## src/rtl/i2cbm_pkg.sv

```systemverilog
// ----------------------------------------------------------------------------
// i2cbm_pkg
// Shared types and constants of the I2C bit-level master: command codes,
// engine state, request and result records.
// ----------------------------------------------------------------------------
package i2cbm_pkg;

   typedef enum logic [2:0] {
      OP_NONE  = 3'd0,
      OP_START = 3'd1,
      OP_STOP  = 3'd2,
      OP_SEND  = 3'd3,
      OP_RECV  = 3'd4,
      OP_SACK  = 3'd5,
      OP_RACK  = 3'd6,
      OP_WAIT  = 3'd7
   } op_type;

   localparam logic [7:0] ACK_LIMIT_RESET = 8'd250;
   localparam logic [2:0] LAST_BIT        = 3'd7;
   // wait ack: read step, low-read release step, first step of the stop tail
   localparam logic [2:0] WAIT_READ_STEP  = 3'd2;
   localparam logic [2:0] WAIT_ACK_STEP   = 3'd3;
   localparam logic [2:0] WAIT_STOP_STEP  = 3'd4;

   typedef struct packed {
      op_type      cmd;
      logic [2:0]  step;
      logic [2:0]  bit_idx;
      logic [7:0]  shift;
      logic [7:0]  wait_count;
      logic        scl;
      logic        sda;
      logic        stop_to;
      logic [7:0]  rx_byte;
      logic        ack_flag;
   } state_type;

   typedef struct packed {
      logic [2:0]  op;
      logic [7:0]  tx_byte;
      logic        ack_bit;
      logic        sda_in;
   } item_type;

   typedef struct packed {
      logic        scl_out;
      logic        sda_out;
      logic        busy_res;
      logic        done_res;
      logic [7:0]  rx_data;
      logic        ack_seen;
      logic        timed_out;
   } result_type;

endpackage

```

## src/rtl/i2cbm_step.sv

```systemverilog
// ----------------------------------------------------------------------------
// i2cbm_step
// One pin-step tick of the engine: command launch, one pin action of the
// active command, next engine state and the tick's result.
// ----------------------------------------------------------------------------
module i2cbm_step (
   input  i2cbm_pkg::state_type  cur_state,
   input  i2cbm_pkg::item_type   item,
   input  logic [7:0]            ack_limit,
   output i2cbm_pkg::state_type  nxt_state,
   output i2cbm_pkg::result_type result
);

   i2cbm_pkg::state_type st;
   logic                 fin;
   logic                 tout;
   logic                 hold_step;

   always_comb begin
      st        = cur_state;
      fin       = 1'b0;
      tout      = 1'b0;
      hold_step = 1'b0;

      // launch a command only from idle
      if (st.cmd == i2cbm_pkg::OP_NONE && item.op != i2cbm_pkg::OP_NONE) begin
         st.cmd        = i2cbm_pkg::op_type'(item.op);
         st.step       = 3'd0;
         st.bit_idx    = 3'd0;
         st.wait_count = 8'd0;
         st.stop_to    = 1'b0;
         if (item.op == i2cbm_pkg::OP_SEND) begin
            st.shift = item.tx_byte;
         end else if (item.op == i2cbm_pkg::OP_SACK) begin
            st.shift = {7'd0, item.ack_bit};
         end else begin
            st.shift = 8'd0;
         end
      end

      case (st.cmd)
         i2cbm_pkg::OP_START: begin
            case (st.step)
               3'd0:    st.sda = 1'b1;
               3'd1:    st.scl = 1'b1;
               3'd2:    st.sda = 1'b0;
               default: begin
                  st.scl = 1'b0;
                  fin    = 1'b1;
               end
            endcase
         end
         i2cbm_pkg::OP_STOP: begin
            case (st.step[1:0])
               2'd0:    st.scl = 1'b0;
               2'd1:    st.sda = 1'b0;
               2'd2:    st.scl = 1'b1;
               default: begin
                  st.sda = 1'b1;
                  fin    = 1'b1;
               end
            endcase
         end
         i2cbm_pkg::OP_SEND: begin
            if (st.step == 3'd0) begin
               st.sda = st.shift[7];
            end else if (st.step == 3'd1) begin
               st.scl = 1'b1;
            end else begin
               st.scl     = 1'b0;
               st.shift   = {st.shift[6:0], 1'b0};
               fin        = (st.bit_idx == i2cbm_pkg::LAST_BIT);
               st.bit_idx = st.bit_idx + 3'd1;
               st.step    = 3'd0;
               hold_step  = 1'b1;
            end
         end
         i2cbm_pkg::OP_RECV: begin
            if (st.step == 3'd0) begin
               st.scl = 1'b1;
            end else if (st.step == 3'd1) begin
               st.shift = {st.shift[6:0], item.sda_in};
            end else begin
               st.scl = 1'b0;
               if (st.bit_idx == i2cbm_pkg::LAST_BIT) begin
                  st.rx_byte = st.shift;
                  fin        = 1'b1;
               end
               st.bit_idx = st.bit_idx + 3'd1;
               st.step    = 3'd0;
               hold_step  = 1'b1;
            end
         end
         i2cbm_pkg::OP_SACK: begin
            case (st.step)
               3'd0:    st.scl = 1'b0;
               3'd1:    st.sda = st.shift[0];
               3'd2:    st.scl = 1'b1;
               default: begin
                  st.scl = 1'b0;
                  fin    = 1'b1;
               end
            endcase
         end
         i2cbm_pkg::OP_RACK: begin
            case (st.step)
               3'd0:    st.sda = 1'b1;
               3'd1:    st.scl = 1'b1;
               3'd2:    st.ack_flag = item.sda_in;
               default: begin
                  st.scl = 1'b0;
                  fin    = 1'b1;
               end
            endcase
         end
         i2cbm_pkg::OP_WAIT: begin
            if (st.step == 3'd0) begin
               st.sda = 1'b1;
            end else if (st.step == 3'd1) begin
               st.scl = 1'b1;
            end else if (st.step == i2cbm_pkg::WAIT_READ_STEP) begin
               // keep reading until low or the limit runs out
               st.ack_flag = item.sda_in;
               hold_step   = 1'b1;
               if (item.sda_in) begin
                  if (st.wait_count >= ack_limit) begin
                     st.stop_to = 1'b1;
                     st.step    = i2cbm_pkg::WAIT_STOP_STEP;
                  end else begin
                     st.wait_count = st.wait_count + 8'd1;
                  end
               end else begin
                  st.step = i2cbm_pkg::WAIT_ACK_STEP;
               end
            end else if (st.step == i2cbm_pkg::WAIT_ACK_STEP) begin
               st.scl = 1'b0;
               fin    = 1'b1;
            end else begin
               // stop tail after a timeout
               case (st.step[1:0])
                  2'd0:    st.scl = 1'b0;
                  2'd1:    st.sda = 1'b0;
                  2'd2:    st.scl = 1'b1;
                  default: begin
                     st.sda     = 1'b1;
                     fin        = 1'b1;
                     tout       = 1'b1;
                     st.stop_to = 1'b0;
                  end
               endcase
            end
         end
         default: hold_step = 1'b1;
      endcase

      if (st.cmd != i2cbm_pkg::OP_NONE && !hold_step) begin
         st.step = st.step + 3'd1;
      end

      if (fin) begin
         st.cmd     = i2cbm_pkg::OP_NONE;
         st.step    = 3'd0;
         st.bit_idx = 3'd0;
         st.stop_to = 1'b0;
      end
   end

   assign nxt_state        = st;
   assign result.scl_out   = st.scl;
   assign result.sda_out   = st.sda;
   assign result.busy_res  = (st.cmd != i2cbm_pkg::OP_NONE);
   assign result.done_res  = fin;
   assign result.rx_data   = st.rx_byte;
   assign result.ack_seen  = st.ack_flag;
   assign result.timed_out = tout;

endmodule

```

## src/rtl/i2c_bit_level_master.sv

```systemverilog
// ----------------------------------------------------------------------------
// i2c_bit_level_master
// Bit-level I2C master engine driven one pin-step tick per request.
// ----------------------------------------------------------------------------
// Each request is one pin-step tick and yields exactly one response carrying
// the SCL/SDA levels driven on that tick, busy/done, the last received byte,
// the last sampled acknowledge and the timeout flag. A request is registered,
// then the step logic advances the engine state and loads the response
// register when that register is free; a new request is taken every cycle
// while the response side keeps up. Commands in a request are
// ignored while a command is in progress. csr_ack_timeout_limit sets how many
// consecutive high SDA reads wait-ack tolerates before it drives a stop and
// reports a timeout; write it only while the engine is idle.
// ----------------------------------------------------------------------------
module i2c_bit_level_master (
   input  logic       clock,
   input  logic       reset,
   input  logic       req_valid,
   output logic       req_ready,
   input  logic [2:0] req_op,
   input  logic [7:0] req_tx_byte,
   input  logic       req_ack_bit,
   input  logic       req_sda_in,
   output logic       rsp_valid,
   input  logic       rsp_ready,
   output logic       rsp_scl_out,
   output logic       rsp_sda_out,
   output logic       rsp_busy_res,
   output logic       rsp_done_res,
   output logic [7:0] rsp_rx_data,
   output logic       rsp_ack_seen,
   output logic       rsp_timed_out,
   input  logic       csr_valid,
   output logic       csr_ready,
   input  logic [7:0] csr_ack_timeout_limit
);

   logic                  in_valid_ff;
   i2cbm_pkg::item_type   in_item_ff;
   logic                  out_valid_ff;
   i2cbm_pkg::result_type out_res_ff;
   i2cbm_pkg::state_type  state_ff;
   i2cbm_pkg::state_type  state_in;
   i2cbm_pkg::result_type res_in;
   logic [7:0]            limit_ff;
   logic                  advance;

   // move a request into the response register when that slot frees up
   assign advance   = in_valid_ff && (!out_valid_ff || rsp_ready);
   assign req_ready = !in_valid_ff || advance;
   assign csr_ready = 1'b1;

   i2cbm_step u_step (
      .cur_state (state_ff),
      .item      (in_item_ff),
      .ack_limit (limit_ff),
      .nxt_state (state_in),
      .result    (res_in)
   );

   always_ff @(posedge clock) begin
      if (reset) begin
         limit_ff <= i2cbm_pkg::ACK_LIMIT_RESET;
      end else if (csr_valid) begin
         limit_ff <= csr_ack_timeout_limit;
      end
   end

   always_ff @(posedge clock) begin
      if (reset) begin
         in_valid_ff <= 1'b0;
      end else if (req_ready) begin
         in_valid_ff <= req_valid;
      end
   end

   always_ff @(posedge clock) begin
      if (req_valid && req_ready) begin
         in_item_ff.op      <= req_op;
         in_item_ff.tx_byte <= req_tx_byte;
         in_item_ff.ack_bit <= req_ack_bit;
         in_item_ff.sda_in  <= req_sda_in;
      end
   end

   always_ff @(posedge clock) begin
      if (reset) begin
         // idle, both lines released
         state_ff <= '{cmd: i2cbm_pkg::OP_NONE, scl: 1'b1, sda: 1'b1, default: '0};
      end else if (advance) begin
         state_ff <= state_in;
      end
   end

   always_ff @(posedge clock) begin
      if (reset) begin
         out_valid_ff <= 1'b0;
      end else if (advance) begin
         out_valid_ff <= 1'b1;
      end else if (rsp_ready) begin
         out_valid_ff <= 1'b0;
      end
   end

   always_ff @(posedge clock) begin
      if (advance) begin
         out_res_ff <= res_in;
      end
   end

   assign rsp_valid     = out_valid_ff;
   assign rsp_scl_out   = out_res_ff.scl_out;
   assign rsp_sda_out   = out_res_ff.sda_out;
   assign rsp_busy_res  = out_res_ff.busy_res;
   assign rsp_done_res  = out_res_ff.done_res;
   assign rsp_rx_data   = out_res_ff.rx_data;
   assign rsp_ack_seen  = out_res_ff.ack_seen;
   assign rsp_timed_out = out_res_ff.timed_out;

endmodule
```

## config.mk

```make
export PLATFORM = sky130hd
export DESIGN_NAME = i2c_bit_level_master
export DESIGN_NICKNAME = d
export VERILOG_FILES = /design/src/rtl/i2cbm_pkg.sv /design/src/rtl/i2cbm_step.sv /design/src/rtl/i2c_bit_level_master.sv
export SDC_FILE = /design/constraint.sdc
export NUM_CORES = 1
export LEC_CHECK = 0
export ABC_CLOCK_PERIOD_IN_PS = 4100
export BUFFER_PORTS_ARGS = -buffer_cell sky130_fd_sc_hd__buf_2
export CAP_MARGIN = 20
export CORE_AREA = 2 2 125 127
export DETAILED_ROUTE_END_ITERATION = 12
export DIE_AREA = 0 0 127 129
export PLACE_DENSITY_LB_ADDON = 0.1
export SYNTH_ARGS = -nofsm -noshare
export SYNTH_HDL_FRONTEND = slang
export SYNTH_SLANG_ARGS = --single-unit
```

## constraint.sdc

```tcl
create_clock -name clock -period 4.1 [get_ports clock]
set_input_delay 0.615 -clock clock [delete_from_list [all_inputs] [get_ports clock]]
set_output_delay 0.615 -clock clock [all_outputs]
set_load 0.01 [all_outputs]
```

==> summary.md <==
| Metric | Value |
|---|---|
| Total power | 1.91 mW |
| # rows | 45 |
| Initial core utilization | 0.298 |
| CTS Sinks | 73 |
| WL per Instance | 18.0 µm |
| Hold_ws | 435 ps |
| Worst-path clk slew | 60 ps |
| Mapped cell area | 4460 µm² |
| Die width | 127 µm |
| Largest net degree at the start of global routing | 36 |
| Pwr dens | 374 nW/µm² |
| Min Tclk post-route | 3650 ps |
| Vias | 4,122 |
| Fin. max-slew vios | 0 |
| Total internal power | 1.32 mW |
| Maximum VDD drop | 0.239 mV |
| Length of the first detailed-routing pass in iterations | 5 |
| Required time of the critical path | 4370 ps |
| Gr ovfl total | 0 |
| Mean area per synthesized cell | 8.53 µm² |
| Ys flop type | dfxtp_1 |
| Register Area | 1730 µm² |
| Ys Warns | 0 |
| Combinational Power Share | 0.183 |
| Commonest non-fill, non-tap cell in the layout | nor2_1 |
| Critical Path End | state_ff[33] |
| CTS Root Cell | clkbuf_16 |
| Fraction of layout cells with a size suffix above 1 | 0.166 |
| P&R area growth vs syn | 14.4% |
| I/O pin count | 43 |
| DRC errors left | 0 |
| Seq pwr share | 0.430 |
| Crit path capture type | register |
| Max-Cap Viols | 0 |
| Startpoint Class | register |
| Sw Ratio | 0.311 |
| Commonest non-fill, non-tap cells in the layout | 52 x nor2_1, 46 x nand2_1, 46 x dfxtp_1 |
| CTS max path bufs | 2 |
| Register area share after synthesis | 0.388 |
| Max transition margin | 0.503 |
| Worst slew pin tran | 743 ps |
| GP Congestion | 0.887 |
| DRT Wirelength | 13.4 mm |
| Num CTS Buffers | 9 |
| I/O Buffers | 41 |
| Design area | 5110 µm² |
| R2R setup slack | 450 ps |
| Detail Placement HPWL | 9.44 mm |
| First-pass GRT wire length | 21.7 mm |
| Placed Area | 4830 µm² |
| Hold crit path type | primary input to register |
| Via density | 5.56 |
| Post-route antenna net violation count | 0 |
| Core Area | 15,000 µm² |
| Multi-input logic area | 2470 µm² |
| Initial antenna violation count | 0 |
| Worst reg2reg path endpoint | state_ff[33] |
| Yosys cell types | 79 |
| Part of the cycle the worst path needs | 0.889 |
| Async SR Flop Fraction | 0 |
| DIE HEIGHT | 129 µm |
| Vias in the first global route | 3,982 |
| Full die area | 16,400 µm² |
| Switch Pwr | 0.595 mW |
| R2R cell count | 13 |
| Worst r2r src | in_item_ff[11] |
| Worst-Skew Late Latency | 350 ps |
| Syn nets | 564 |
| Post-synth EDFFs | 27 |
| Detailed Route Iter0 Violations | 341 |
| Static leakage power | 1.92 nW |
| Critical path class | register to register |
| Worst Setup SP | in_item_ff[11] |
| Final TNS setup | 0 ps |
| RSZ-0062 raised after global routing | false |
| Synth Register Bits | 73 |
| Synthesized instance count | 523 |
| Outcome | completed |
| Clock share of power | 0.387 |
| CTS tree | yes |
| Fillers | 1,555 |
| Gr usage total | 0.171 |
| CP max FO | 13 |
| H-tree levels | 3 |
| Skew final | 8.97 ps |
| N_diodes | 0 |
| Crit path DAT | 3920 ps |
| Max Clk Rate | 0.274 GHz |
| Fin nets | 590 |
| Final setup fails | 0 |
| Hold Fails Final Rpt | 0 |
## final cells by class
type,count,area share
clock inverter,7,0.00882
timing repair buffer,55,0.0608
sequential,73,0.339
tap,188,0.0461
clock buffer,9,0.0441
inverter,23,0.0169
multi-input combinational,387,0.484
## sequential cells by signal (all words and copies together), names as in the netlist
name,cells
state_ff,36
in_item_ff,13
limit_ff,8
rsp_rx_data,8
in_valid_ff,1
rsp_ack_seen,1
rsp_busy_res,1
rsp_done_res,1
rsp_scl_out,1
rsp_sda_out,1
rsp_timed_out,1
rsp_valid,1
## worst min path at each step
stage               cells past startpoint  slack (ps)       endpoint           start
floorplan                               2         440   state_ff[29]    state_ff[29]
global placement                        2         460   state_ff[29]    state_ff[29]
detailed placement                      2         460   state_ff[30]    state_ff[30]
CTS                                     1         420  in_item_ff[7]  req_tx_byte[5]
global route                            1         430  in_item_ff[8]  req_tx_byte[6]
finish                                  1         430  in_item_ff[7]  req_tx_byte[5]
## cells in the mapped netlist (all sizes together), types with 3 or more instances
cell	n	share of area
a2111oi	3	0.010
a22oi	4	0.0067
inv	22	0.019
nand4b	4	0.0079
a311oi	3	0.0059
edfxtp	27	0.18
nand3	18	0.021
nor2b	3	0.0042
a31oi	14	0.020
buf	17	0.020
clkbuf	23	0.019
nand4	8	0.011
nand2b	7	0.0098
or3	5	0.0070
a211oi	14	0.024
o2111ai	5	0.0098
ha	15	0.042
mux2	5	0.013
or3b	3	0.0059
o21ai	42	0.047
nand2	47	0.040
and2	11	0.015
nor4	4	0.0070
dfxtp	46	0.21
nor2	53	0.046
o211ai	11	0.019
nor3	11	0.017
a21oi	35	0.042
o221ai	4	0.0079
mux2i	4	0.0090
a21o	4	0.0067
and3	4	0.0056
o31ai	3	0.0050
o211a	3	0.0067
## stage by stage
step           instances  utilization  setup slack, ps
5_1_grt              742        0.341              104
3_3_place_gp         726        0.323              459
3_5_place_dp         726        0.323              316
2_1_floorplan        523            -             11.6
6_report             742        0.341              453
4_1_cts              742        0.341              347
## critical path: stages, from the launching register on
cell	delay, ps
edfxtp_1	510
or3_1	540
nand2_2	240
and2_1	160
ha_1	230
a211oi_1	220
o221ai_1	200
o21ai_0	340
a31oi_1	140
nor2_1	110
ha_1	150
or3b_1	360
and3_1	190
o31ai_1	170
## per-layer routing
layer	share of wire	routed length, µm	GRT usage	up-vias
met5	0	0	0	-
met4	0.037	498	0.0976	0
met3	0.055	736	0.0358	37
met2	0.43	5790	0.253	155
met1	0.48	6360	0.233	1922
li1	-	-	-	2008
## power by group through the flow
stage	Combinational, mW	Sequential, mW	Clock (mW)
3_5_place_dp	0.345	0.836	0
6_report	0.349	0.821	0.739
2_1_floorplan	0.246	0.823	0
5_1_grt	0.384	0.825	0.789
4_1_cts	0.346	0.821	0.760
3_3_place_gp	0.344	0.836	0
## cells by family (layout without fill, tap and decap cells)
family / Yosys count / in the layout / share of synthesized area
xor gates and xnor gates: 1 / 1 / 0.00196
AOI/OAI and AO/OA: 170 / 170 / 0.262
DFF: 73 / 73 / 0.388
buffers and inverters: 63 / 94 / 0.0583
muxes: 9 / 9 / 0.0216
other: 1 / 1 / 0.000840
and+or+nand+nor: 191 / 191 / 0.225
adders and majority gates: 15 / 15 / 0.0421
## timing repair
action / CTS / global route
hold buffers: 0 / 0
endpoints found under the setup margin: 0 / 1
gates resized for setup: 0 / 1
buffers inserted: 0 / 0
Power figures use the tool's default switching activity.
